### src/hdl/ist_pkg.sv
`timescale 1ns / 1ps
// Shared constants, codes and controller/datapath bundles for the interpolation search table.
package ist_pkg;

  // Fixed field widths of the channels and the register
  localparam int ITEM_BITS  = 16;
  localparam int INDEX_BITS = 7;
  localparam int COUNT_BITS = 8;

  // Defaults for the top level parameters
  localparam int DEFAULT_TABLE_DEPTH = 128;
  localparam int DEFAULT_VALUE_BITS  = 16;

  // Operation codes of a request
  localparam logic OP_WRITE  = 1'b0;
  localparam logic OP_SEARCH = 1'b1;

  // Commands from the controller to the datapath
  typedef struct packed {
    logic write;      // store the request value in the table
    logic start;      // load key and open the full window
    logic rd_low;     // read entry at low
    logic rd_high;    // capture low entry, read entry at high
    logic cap_high;   // capture high entry
    logic probe_inc;  // count one probe
    logic probe_low;  // equal window ends: probe at low
    logic mul_load;   // multiply and load the divider
    logic div_step;   // one restoring division step
    logic probe_sum;  // probe = low + quotient
    logic rd_probe;   // read entry at probe
    logic narrow;     // record hit or shrink the window
    logic out_load;   // load the result register
  } ist_cmd_t;

  // Status from the datapath to the controller
  typedef struct packed {
    logic window_empty;
    logic in_range;
    logic ends_equal;
    logic div_last;
    logic probe_hit;
    logic out_free;
  } ist_stat_t;

endpackage

### src/hdl/ist_if.sv
`timescale 1ns / 1ps
// Request and result channel interfaces of the interpolation search table.
interface ist_req_if;
  import ist_pkg::*;

  logic                         valid;
  logic                         ready;
  logic                         operation;
  logic [INDEX_BITS-1:0]        entry_index;
  logic signed [ITEM_BITS-1:0]  item_value;

  modport source (output valid, operation, entry_index, item_value, input ready);
  modport sink   (input valid, operation, entry_index, item_value, output ready);
endinterface

interface ist_rsp_if;
  import ist_pkg::*;

  logic                   valid;
  logic                   ready;
  logic                   found;
  logic [INDEX_BITS-1:0]  position;
  logic [COUNT_BITS-1:0]  probe_count;

  modport source (output valid, found, position, probe_count, input ready);
  modport sink   (input valid, found, position, probe_count, output ready);
endinterface

### src/hdl/ist_datapath.sv
`timescale 1ns / 1ps
// Datapath: table memory, search window, multiplier, serial divider and result register.
module ist_datapath #(
  parameter int TABLE_DEPTH = ist_pkg::DEFAULT_TABLE_DEPTH,
  parameter int VALUE_BITS  = ist_pkg::DEFAULT_VALUE_BITS
) (
  input  logic                                clk,
  input  logic                                rst,
  input  logic                                cfg_we,
  input  logic [ist_pkg::COUNT_BITS-1:0]      cfg_data,
  input  logic [ist_pkg::INDEX_BITS-1:0]      entry_index,
  input  logic signed [ist_pkg::ITEM_BITS-1:0] item_value,
  input  ist_pkg::ist_cmd_t                   cmd,
  output ist_pkg::ist_stat_t                  stat,
  ist_rsp_if.source                           rsp
);
  import ist_pkg::*;

  localparam int AW  = $clog2(TABLE_DEPTH);
  localparam int CW  = $clog2(TABLE_DEPTH + 1);
  localparam int IW  = AW + 2;
  localparam int KW  = (VALUE_BITS > ITEM_BITS) ? VALUE_BITS : ITEM_BITS;
  localparam int PW  = KW + AW + 1;
  localparam int DCW = $clog2(AW + 1);

  // Table storage
  logic [VALUE_BITS-1:0]        mem [TABLE_DEPTH];
  logic [VALUE_BITS-1:0]        rd_data;
  logic signed [VALUE_BITS-1:0] rd_sval;
  logic signed [KW-1:0]         entry;
  logic                         rd_en;
  logic [AW-1:0]                rd_addr;
  logic                         wr_en;
  logic [AW-1:0]                wr_addr;
  logic [31:0]                  idx_ext;
  logic signed [KW-1:0]         item_ext;

  // Search state
  logic [CW-1:0]                count;
  logic [31:0]                  cfg_ext;
  logic signed [KW-1:0]         key;
  logic signed [KW-1:0]         tl;
  logic signed [KW-1:0]         th;
  logic signed [IW-1:0]         low;
  logic signed [IW-1:0]         high;
  logic signed [IW-1:0]         probe;
  logic signed [IW-1:0]         span;
  logic [COUNT_BITS-1:0]        probes;
  logic                         hit;

  // Arithmetic
  logic signed [KW:0]           num_diff;
  logic signed [KW:0]           den_diff;
  logic [KW-1:0]                mul_a;
  logic [AW-1:0]                mul_b;
  logic [KW+AW-1:0]             product;
  logic [KW-1:0]                divisor;
  logic [PW-1:0]                pair;
  logic [PW-1:0]                pair_sh;
  logic [PW-1:0]                pair_next;
  logic [KW:0]                  upper;
  logic [DCW-1:0]               div_cnt;

  // Result register
  logic                         out_valid;
  logic                         found;
  logic [INDEX_BITS-1:0]        position;
  logic [COUNT_BITS-1:0]        probe_count;
  logic [31:0]                  probe_ext;

  // Value and index conversion
  assign item_ext = KW'(item_value);
  assign idx_ext  = 32'(entry_index);
  assign wr_addr  = idx_ext[AW-1:0];
  assign wr_en    = cmd.write && (idx_ext < TABLE_DEPTH);
  assign rd_sval  = rd_data;
  assign entry    = KW'(rd_sval);

  // Read address select
  always_comb begin
    rd_en   = cmd.rd_low || cmd.rd_high || cmd.rd_probe;
    rd_addr = probe[AW-1:0];
    if (cmd.rd_low) begin
      rd_addr = low[AW-1:0];
    end else if (cmd.rd_high) begin
      rd_addr = high[AW-1:0];
    end
  end

  // Table memory, one write and one registered read
  always_ff @(posedge clk) begin
    if (wr_en) begin
      mem[wr_addr] <= item_ext[VALUE_BITS-1:0];
    end
    if (rd_en) begin
      rd_data <= mem[rd_addr];
    end
  end

  // Entry count register, saturating to the depth
  assign cfg_ext = 32'(cfg_data);
  always_ff @(posedge clk) begin
    if (rst) begin
      count <= '0;
    end else if (cfg_we) begin
      count <= (cfg_ext > TABLE_DEPTH) ? CW'(TABLE_DEPTH) : CW'(cfg_ext);
    end
  end

  // Interpolation terms
  assign num_diff = (KW+1)'(key) - (KW+1)'(tl);
  assign den_diff = (KW+1)'(th) - (KW+1)'(tl);
  assign span     = high - low;
  assign mul_a    = num_diff[KW-1:0];
  assign mul_b    = span[AW-1:0];
  assign product  = mul_a * mul_b;

  // Restoring division step: one quotient bit per cycle
  always_comb begin
    pair_sh   = {pair[PW-2:0], 1'b0};
    upper     = pair_sh[PW-1:AW];
    pair_next = pair_sh;
    if (upper >= {1'b0, divisor}) begin
      pair_next[PW-1:AW] = upper - {1'b0, divisor};
      pair_next[0]       = 1'b1;
    end
  end

  always_ff @(posedge clk) begin
    if (cmd.mul_load) begin
      pair    <= {1'b0, product};
      divisor <= den_diff[KW-1:0];
      div_cnt <= '0;
    end else if (cmd.div_step) begin
      pair    <= pair_next;
      div_cnt <= div_cnt + DCW'(1);
    end
  end

  // Window and probe registers
  always_ff @(posedge clk) begin
    if (cmd.start) begin
      key    <= item_ext;
      low    <= '0;
      high   <= $signed(IW'(count)) - IW'(1);
      probes <= '0;
      hit    <= 1'b0;
    end
    if (cmd.rd_high) begin
      tl <= entry;
    end
    if (cmd.cap_high) begin
      th <= entry;
    end
    if (cmd.probe_inc && (probes != {COUNT_BITS{1'b1}})) begin
      probes <= probes + COUNT_BITS'(1);
    end
    if (cmd.probe_low) begin
      probe <= low;
    end
    if (cmd.probe_sum) begin
      probe <= low + $signed(IW'(pair[AW-1:0]));
    end
    if (cmd.narrow) begin
      if (entry == key) begin
        hit <= 1'b1;
      end else if (entry < key) begin
        low <= probe + IW'(1);
      end else begin
        high <= probe - IW'(1);
      end
    end
  end

  // Status to the controller
  assign stat.window_empty = low > high;
  assign stat.in_range     = (key >= tl) && (key <= th);
  assign stat.ends_equal   = th == tl;
  assign stat.div_last     = div_cnt == DCW'(AW - 1);
  assign stat.probe_hit    = entry == key;
  assign stat.out_free     = !out_valid || rsp.ready;

  // Result register, held while the receiver stalls
  assign probe_ext = 32'(probe[AW-1:0]);
  always_ff @(posedge clk) begin
    if (rst) begin
      out_valid <= 1'b0;
    end else if (cmd.out_load) begin
      out_valid <= 1'b1;
    end else if (rsp.ready) begin
      out_valid <= 1'b0;
    end
  end

  always_ff @(posedge clk) begin
    if (cmd.out_load) begin
      found       <= hit;
      position    <= hit ? probe_ext[INDEX_BITS-1:0] : '0;
      probe_count <= probes;
    end
  end

  assign rsp.valid       = out_valid;
  assign rsp.found       = found;
  assign rsp.position    = position;
  assign rsp.probe_count = probe_count;

endmodule

### src/hdl/ist_controller.sv
`timescale 1ns / 1ps
// Controller: sequences the reads, probe arithmetic and result hand-off of one search.
module ist_controller (
  input  logic                clk,
  input  logic                rst,
  input  logic                req_valid,
  input  logic                req_operation,
  output logic                req_ready,
  output ist_pkg::ist_cmd_t   cmd,
  input  ist_pkg::ist_stat_t  stat
);
  import ist_pkg::*;

  localparam logic [3:0] S_IDLE  = 4'd0;
  localparam logic [3:0] S_CHECK = 4'd1;
  localparam logic [3:0] S_WLOW  = 4'd2;
  localparam logic [3:0] S_WHIGH = 4'd3;
  localparam logic [3:0] S_EVAL  = 4'd4;
  localparam logic [3:0] S_MUL   = 4'd5;
  localparam logic [3:0] S_DIV   = 4'd6;
  localparam logic [3:0] S_PSUM  = 4'd7;
  localparam logic [3:0] S_PADDR = 4'd8;
  localparam logic [3:0] S_PCMP  = 4'd9;
  localparam logic [3:0] S_DONE  = 4'd10;

  logic [3:0] state;
  logic [3:0] state_next;

  assign req_ready = (state == S_IDLE);

  // Next state and commands
  always_comb begin
    state_next = state;
    cmd        = '0;
    unique case (state)
      S_IDLE: begin
        if (req_valid) begin
          if (req_operation == OP_SEARCH) begin
            cmd.start  = 1'b1;
            state_next = S_CHECK;
          end else begin
            cmd.write = 1'b1;
          end
        end
      end
      S_CHECK: begin
        if (stat.window_empty) begin
          state_next = S_DONE;
        end else begin
          cmd.rd_low = 1'b1;
          state_next = S_WLOW;
        end
      end
      S_WLOW: begin
        cmd.rd_high = 1'b1;
        state_next  = S_WHIGH;
      end
      S_WHIGH: begin
        cmd.cap_high = 1'b1;
        state_next   = S_EVAL;
      end
      S_EVAL: begin
        if (!stat.in_range) begin
          state_next = S_DONE;
        end else begin
          cmd.probe_inc = 1'b1;
          if (stat.ends_equal) begin
            cmd.probe_low = 1'b1;
            state_next    = S_PADDR;
          end else begin
            state_next = S_MUL;
          end
        end
      end
      S_MUL: begin
        cmd.mul_load = 1'b1;
        state_next   = S_DIV;
      end
      S_DIV: begin
        cmd.div_step = 1'b1;
        if (stat.div_last) begin
          state_next = S_PSUM;
        end
      end
      S_PSUM: begin
        cmd.probe_sum = 1'b1;
        state_next    = S_PADDR;
      end
      S_PADDR: begin
        cmd.rd_probe = 1'b1;
        state_next   = S_PCMP;
      end
      S_PCMP: begin
        cmd.narrow = 1'b1;
        state_next = stat.probe_hit ? S_DONE : S_CHECK;
      end
      S_DONE: begin
        if (stat.out_free) begin
          cmd.out_load = 1'b1;
          state_next   = S_IDLE;
        end
      end
      default: begin
        state_next = S_IDLE;
      end
    endcase
  end

  always_ff @(posedge clk) begin
    if (rst) begin
      state <= S_IDLE;
    end else begin
      state <= state_next;
    end
  end

endmodule

### src/hdl/interpolation_search_table_unit.sv
`timescale 1ns / 1ps
// Interpolation search table: top level joining controller and datapath.
//
// Requests arrive on req (valid/ready). A write request (operation 0) stores
// item_value at entry_index and gives no result. A search
// request (operation 1) runs interpolation search over the first entry_count
// entries and returns one result on rsp: found, position and probe_count.
// entry_count is set through cfg_we/cfg_data; the user must set it only while
// the block is idle, which the block itself does not enforce. One request is
// worked on at a time; req.ready is high only when idle. Each probe makes three
// table reads on the single memory port. A probe whose window ends differ also
// runs the serial divider, which yields one quotient bit a cycle; a probe whose
// window ends are equal skips the divider and probes at low.
// The result sits in an output register; while the receiver stalls it holds,
// and write requests are still taken. A finished search waits for the
// register to free before the block returns to idle.
// Reset clears the controller, the result valid flag and entry_count; table
// contents are undefined until written.
module interpolation_search_table_unit #(
  parameter int TABLE_DEPTH = ist_pkg::DEFAULT_TABLE_DEPTH,
  parameter int VALUE_BITS  = ist_pkg::DEFAULT_VALUE_BITS
) (
  input  logic                            clk,
  input  logic                            rst,
  input  logic                            cfg_we,
  input  logic [ist_pkg::COUNT_BITS-1:0]  cfg_data,
  ist_req_if.sink                         req,
  ist_rsp_if.source                       rsp
);
  import ist_pkg::*;

  ist_cmd_t  cmd;
  ist_stat_t stat;

  // Sequencer
  ist_controller u_ctl (
    .clk           (clk),
    .rst           (rst),
    .req_valid     (req.valid),
    .req_operation (req.operation),
    .req_ready     (req.ready),
    .cmd           (cmd),
    .stat          (stat)
  );

  // Table, arithmetic and result register
  ist_datapath #(
    .TABLE_DEPTH (TABLE_DEPTH),
    .VALUE_BITS  (VALUE_BITS)
  ) u_dp (
    .clk         (clk),
    .rst         (rst),
    .cfg_we      (cfg_we),
    .cfg_data    (cfg_data),
    .entry_index (req.entry_index),
    .item_value  (req.item_value),
    .cmd         (cmd),
    .stat        (stat),
    .rsp         (rsp)
  );

endmodule

### src/flat_wrapper.sv
// flat-port wrapper written by rule: the top's interface ports become plain ports
module interpolation_search_table_unit_flat import ist_pkg::*;
#(
  parameter int TABLE_DEPTH = ist_pkg::DEFAULT_TABLE_DEPTH,
  parameter int VALUE_BITS  = ist_pkg::DEFAULT_VALUE_BITS
)
  (clk, rst, cfg_we, cfg_data, req_valid, req_operation, req_entry_index, req_item_value, req_ready, rsp_valid, rsp_found, rsp_position, rsp_probe_count, rsp_ready);
  ist_req_if req_i ();
  ist_rsp_if rsp_i ();
  input  logic clk;
  input  logic rst;
  input  logic cfg_we;
  input  logic [ist_pkg::COUNT_BITS-1:0] cfg_data;
  input wire logic [$bits(req_i.valid)-1:0] req_valid;
  input wire logic [$bits(req_i.operation)-1:0] req_operation;
  input wire logic [$bits(req_i.entry_index)-1:0] req_entry_index;
  input wire logic [$bits(req_i.item_value)-1:0] req_item_value;
  output wire logic [$bits(req_i.ready)-1:0] req_ready;
  output wire logic [$bits(rsp_i.valid)-1:0] rsp_valid;
  output wire logic [$bits(rsp_i.found)-1:0] rsp_found;
  output wire logic [$bits(rsp_i.position)-1:0] rsp_position;
  output wire logic [$bits(rsp_i.probe_count)-1:0] rsp_probe_count;
  input wire logic [$bits(rsp_i.ready)-1:0] rsp_ready;
  assign req_i.valid = req_valid;
  assign req_i.operation = req_operation;
  assign req_i.entry_index = req_entry_index;
  assign req_i.item_value = req_item_value;
  assign req_ready = req_i.ready;
  assign rsp_valid = rsp_i.valid;
  assign rsp_found = rsp_i.found;
  assign rsp_position = rsp_i.position;
  assign rsp_probe_count = rsp_i.probe_count;
  assign rsp_i.ready = rsp_ready;
  interpolation_search_table_unit #(.TABLE_DEPTH(TABLE_DEPTH), .VALUE_BITS(VALUE_BITS)) u_core (.clk(clk), .rst(rst), .cfg_we(cfg_we), .cfg_data(cfg_data), .req(req_i), .rsp(rsp_i));
endmodule
### config.mk
export PLATFORM = sky130hd
export DESIGN_NAME = interpolation_search_table_unit_flat
export DESIGN_NICKNAME = d
export VERILOG_FILES = /design/src/hdl/ist_pkg.sv /design/src/hdl/ist_if.sv /design/src/hdl/ist_datapath.sv /design/src/hdl/ist_controller.sv /design/src/hdl/interpolation_search_table_unit.sv /design/src/flat_wrapper.sv
export SDC_FILE = /design/constraint.sdc
export NUM_CORES = 2
export LEC_CHECK = 0
export BUFFER_PORTS_ARGS = -buffer_cell sky130_fd_sc_hd__buf_4
export CORE_ASPECT_RATIO = 0.6
export CORE_MARGIN = 1
export CORE_UTILIZATION = 50
export DETAILED_ROUTE_END_ITERATION = 7
export PLACE_DENSITY = 0.68
export REMOVE_ABC_BUFFERS = 1
export SYNTH_ARGS = -nofsm -noshare
export SYNTH_HDL_FRONTEND = slang
export SYNTH_SLANG_ARGS = --single-unit
### constraint.sdc
create_clock -name clk -period 6.27 [get_ports clk]
set_input_delay 0.9405 -clock clk [delete_from_list [all_inputs] [get_ports clk]]
set_output_delay 0.9405 -clock clk [all_outputs]
set_load 0.005 [all_outputs]
Yosys cells after proc, flatten, opt, wreduce, memory -nomap -nowiden
Memory sizes are Yosys's and may differ from the RTL's. A register that Yosys moved wholly into a read port is not among the register bits.
Cells that the tools add are included.
W data, S select, Z words.
Cells by class
  add/sub/neg operators: 10
  $mul: 1
  equal/unequal tests: 18
  $lt $le $gt $ge: 7
  reduce and logical (&&, ||, !) cells: 13
  muxes and demuxes: 53
Operators with widths (count)
  $mux W9: 10
  $sub A16 B16 Y16: 3
  $mux W23: 2
  $pmux W4 S11: 1
  $eq A16 B16 Y1: 2
  $mux W4: 8
  $mux W8: 3
  $mul A16 B7 Y23: 1
  $mux W1: 22
  $ge A17 B16 Y1: 1
  $eq A4 B3 Y1 const B: 4
  $ge A16 B16 Y1: 1
  $le A16 B16 Y1: 1
  $lt A16 B16 Y1: 1
  $mux W16: 1
  $mux W7: 2
  $eq A4 B4 Y1 const B: 3
  $add A9 B2 Y9 const B: 1
  $add A9 B8 Y9: 1
  $gt A9 B9 Y1: 1
  $sub A8 B1 Y9 const B: 1
  $sub A9 B2 Y9 const B: 1
  $add A8 B1 Y8 const B: 1
  $eq A4 B2 Y1 const B: 2
  16 further kinds: 28
Storage, ports and cells
  memories: 1
  logic and storage cells: 120
  bits in writable memories: 2048
  output and inout port bits: 18
  register bits: 155
  bits of input ports: 37
Memories
  u_core.u_dp.mem: depth 128, bits a word 16, rd ports 1, clocked after Yosys merged registers in 1, wr ports 1, line ist_datapath.sv:27  | logic [VALUE_BITS-1:0] mem [TABLE_DEPTH];

Longest topological paths before layout
  depth in word-level cells: 7
  depth in mapped cells: 31
  mapped depth without buffers: 31

Hierarchy
A second synthesis with hierarchy kept.
Second synthesis, totals
  cell total of the unflattened synthesis: 7317
  area total of the unflattened synthesis: 95534.1 µm²
Modules (own cells, without submodules)
  ist_datapath: area each 95087.4 µm², sequential area each 66203.5 µm², times used 1, cells each 7256
  ist_controller: area each 446.7 µm², sequential area each 80.1 µm², times used 1, cells each 61

Worst setup path before layout
Ideal clock, no wire load.
  path type: register -> register
  start point: reg u_core.u_dp.key[2]
  end point: reg u_core.u_dp.pair[20] (data pin)
  period minus slack after synthesis: 6.626 ns
  arrival: 6.371 ns
  path slack: -0.356 ns
  path buffers: 0
  cell stages (with the launch flop): 30
  data required time: 6.014 ns
  library setup time: 0.256 ns
  path through: edfxtp_1 -> ha_1 -> nor2b_1 -> o21ai_0 -> a21boi_0 -> o21ai_0 -> a21boi_0 -> o21a_1 -> or2_2 -> a21o_1 -> a21oi_1 -> xor2_1 -> nor2_1 -> fa_1 -> fa_1 -> fa_1 -> inv_1 -> fa_1 -> inv_1 -> ha_1 -> nand2_1 -> nor2_1 -> a21oi_1 -> a31oi_1 -> a41o_1 -> nor2b_1 -> nor2_1 -> xnor2_1 -> o22ai_1 -> a31o_2
On the way
  longest elaborated chain between the ends: 3
RTL lines
  start, declared: line ist_datapath.sv:41  | logic signed [KW-1:0] key;
  start signal, assigned: line ist_datapath.sv:143  | key <= item_ext;
  $sub A16 B16 Y16: line ist_datapath.sv:111  | assign num_diff = (KW+1)'(key) - (KW+1)'(tl);
  $mul A16 B7 Y23: line ist_datapath.sv:116  | assign product = mul_a * mul_b;
  $mux W23: line ist_datapath.sv:130  | if (cmd.mul_load) begin
  end signal, assigned: line ist_datapath.sv:131  | pair <= {1'b0, product};
  end signal, assigned: line ist_datapath.sv:135  | pair <= pair_next;
  end, declared: line ist_datapath.sv:58  | logic [PW-1:0] pair;
No other way between the ends.
A chain may end at the register's enable or synchronous reset.

Worst setup path after layout
  start point: reg u_core.u_dp.tl[0]
  end point: reg u_core.u_dp.pair[20] (data pin)
On the way
  longest elaborated chain between the ends: 3
RTL lines
  start, declared: line ist_datapath.sv:42  | logic signed [KW-1:0] tl;
  start signal, assigned: line ist_datapath.sv:150  | tl <= entry;
  $sub A16 B16 Y16: line ist_datapath.sv:111
  $mul A16 B7 Y23: line ist_datapath.sv:116
  $mux W23: line ist_datapath.sv:130
No other way between the ends.

==> flow_summary.yaml <==
synthesis:
  synth.distinct_cells: 96
  netlist_area_sq_um: 94900
  seq_area_frac_synth: 0.698
  yosys.area.top_type_share: 0.691
  syn_inst: 6253
  ys_ff_latch: 2219
  async_flop_share: 0
  synth.yosys.warnings: 0
  avgSynthCellArea_sq_um: 15.2
  yosys.cell_count.top_type: "edfxtp_1"
  synthTopCellsByArea: "edfxtp_1, mux4_2, mux2i_1"
  synth_flop_cell: "edfxtp_1"
  yosysTopAreaCell: "edfxtp_1"
  synth_common_cells: "edfxtp_1, nand2_1, nor2_1"
  synth_edf_count: 2184
drt:
  drc: 0
  wl_per_cell_um: 30.0
  dr.first_iter.drc_count: 10100
  vias: 59600
  viasPerCell: 6.38
  ant_nets: 0
  first_pass_iters: 8
  wl_mm: 280
setup_path:
  critPathKind: "flip-flop to flip-flop"
  r2r_start: "u_core.u_dp.tl[0]"
  endpoint: "u_core.u_dp.pair[20]"
  crit_required_ps: 6870
  slowest_stage: "fa_1"
  crit_fanout: 6
  worst_setup_path_start_kind: "flip-flop"
  crit_top_cell: "buf_4"
  r2r_cells: 31
  rr_endpoint: "u_core.u_dp.pair[20]"
  worstPathArrival_ps: 7210
  slowest_delay_ps: 550
  crit_start: "u_core.u_dp.tl[0]"
  ff2ff_setup_slack_ps: -340
  crit_path_end_kind: "flip-flop"
cts:
  clock_latency_ps: 860
  cts_buffer_depth: 4
  cts.clk_slew.worst_paths_ps: 70
  cts_buffers: 198
  cts.htree.levels: 4
  root_buffer: "clkbuf_16"
  cts_tree: "yes"
  numClockSinks: 2219
sta:
  finalSetupTns_ps: -1780
  finalCritPeriodShare: 1.05
  finalCriticalPeriod_ps: 6610
  finalMaxSlewViolations: 2
  max_freq_mhz: 151
  rsz0062_at_grt: "true"
  setup_slack_ps: -341
  tightest_slew_ps: 1500
  final-setup-viol-count: 9
  finalClockSkew_ps: 62.6
  hold_viol_final: 0
  slew_headroom: -0.0126
  hold_ws_ps: 367
place:
  portBuffers: 54
  dp_hpwl_mm: 177
  finalWeightedCongestion: 0.915
grt:
  track_usage: 0.290
  grt_pass1_vias: 56000
  grt-ovfl-total: 0
  grt_max_degree: 87
  grt_pass1_wl_mm: 402
  antenna_found_initial: 14
status:
  status: "complete, but fails checks"
  violations: "capacitance limit, slew limit, setup timing"
hold_path:
  holdCritPathClass: "input port to flip-flop"
layout:
  num-nets-final: 6943
  final_layout_size_suffix_gt1_frac: 0.171
  post-route-util: 0.571
  area_growth_pct: 13.1
floorplanning:
  dieArea_sq_um: 192000
  rows: 123
  start_util: 0.505
  core_area_sq_um: 188000
  io_pins: 55
  die_h_um: 339
  fp.dieW_um: 564
run:
  maxCapViolations: 1
[logic make-up after synthesis]
group | after synthesis | synth area share
XOR/XNOR | 88 | 0.00812
adder cells (fa/ha/maj) | 222 | 0.0351
buffers and inverters | 517 | 0.0307
flip-flops | 2219 | 0.698
AO/OA/AOI/OAI | 940 | 0.0648
AND/OR/NAND/NOR | 1727 | 0.0805
multiplexers | 540 | 0.0822
[worst min-delay path by stage]
stage	start	end	slack, ps	cells after the start
2_1_floorplan	u_core.u_dp.entry[0]	u_core.u_dp.th[0]	450	0
3_3_place_gp	u_core.u_dp.entry[0]	u_core.u_dp.th[0]	490	0
3_5_place_dp	u_core.u_dp.count[6]	u_core.u_dp.count[6]	490	2
4_1_cts	cfg_data[5]	u_core.u_dp.count[5]	310	3
5_1_grt	rst	u_core.u_ctl.state[0]	360	2
6_report	cfg_data[6]	u_core.u_dp.count[6]	370	3
[state kept, by name, indices dropped and copies added, names as in the netlist]
signal                       flops
u_core.u_ctl.state               4
u_core.u_dp.count                8
u_core.u_dp.div_cnt              3
u_core.u_dp.divisor             16
u_core.u_dp.entry               16
u_core.u_dp.high                 9
u_core.u_dp.hit                  1
u_core.u_dp.key                 16
u_core.u_dp.low                  9
u_core.u_dp.mem               2048
u_core.u_dp.pair                23
u_core.u_dp.probe                9
u_core.u_dp.probes               8
u_core.u_dp.rsp.found            1
u_core.u_dp.rsp.position         7
u_core.u_dp.rsp.probe_count      8
u_core.u_dp.rsp.valid            1
u_core.u_dp.th                  16
u_core.u_dp.tl                  16
[stage by stage]
stage | instance area [sq um] | setup WS (ps) | instances
floorplan | 92700 | -6230 | 5925
global placement | 100000 | -933 | 8959
detailed placement | 100000 | -1020 | 8959
CTS | 107000 | -323 | 9324
global route | 107000 | -658 | 9337
finish | 107000 | -341 | 9341
[critical path: cells and delay by family (launching register included)]
kind / cells / cell delay [ps]
AO/OA/AOI/OAI: 7 / 1210
XOR/XNOR: 2 / 310
adder cells (fa/ha/maj): 7 / 2850
buffers and inverters: 7 / 760
flip-flops: 1 / 430
AND/OR/NAND/NOR: 8 / 780
[cells in the final DEF (no fill, tap or decap), types with 21 or more instances in the layout]
master     Yosys  final
nor4_1        39     36
nor2b_1       32     31
a21oi_1      323    309
nor3_1       127    124
buf_4         39    509
clkinv_2       0     32
nand3_1      216    214
o221ai_1     123    123
or2_2         23     21
mux2i_1      334    334
a21o_1        32     30
o22ai_1       43     43
o21ai_0      142    132
xnor2_1       51     46
a211oi_1      26     26
nand2b_1      22     22
xor2_1        37     36
clkbuf_1      89     38
a31oi_1       66     63
inv_1        186    181
nand4_1       38     38
edfxtp_1    2184   2184
nand2_1      800    796
buf_12         6     39
nor2_1       338    315
clkbuf_16      0    203
fa_1          74     72
dfxtp_1       35     35
ha_1         148    143
mux4_2       174    174
clkinv_1       3     42
[area by class of cell]
| class | instances | area [sq um] |
|---|---|---|
| Timing Repair Buffer | 559 | 4730 |
| Antenna cell | 5 | 12.5 |
| Sequential cell | 2219 | 66300 |
| Tap cell | 2500 | 3130 |
| Multi-Input combinational cell | 3517 | 26300 |
| Fill cell | 14300 | 80600 |
| Inverter | 189 | 709 |
| Clock buffer | 242 | 5240 |
| Clock inverter | 110 | 970 |
[metal layers]
layer | GRT usage | vias up | routed length, um
met5 | 0.00588 | - | 263
met2 | 0.396 | 4455 | 115000
met1 | 0.449 | 29800 | 114000
met3 | 0.0915 | 496 | 44300
met4 | 0.0675 | 16 | 6700
li1 | - | 24800 | -
[timing repair]
item                                    in CTS  in global routing
endpoints found under the setup margin      13                 12
pin swaps                                   38                 43
hold buffers                                 0                  0
setup buffers                               13                 12
resized for setup                           59                 43
Power is left out: the tool's default activity adds up to more than one toggle a clock period on the data nets, which glitch-free logic cannot reach.
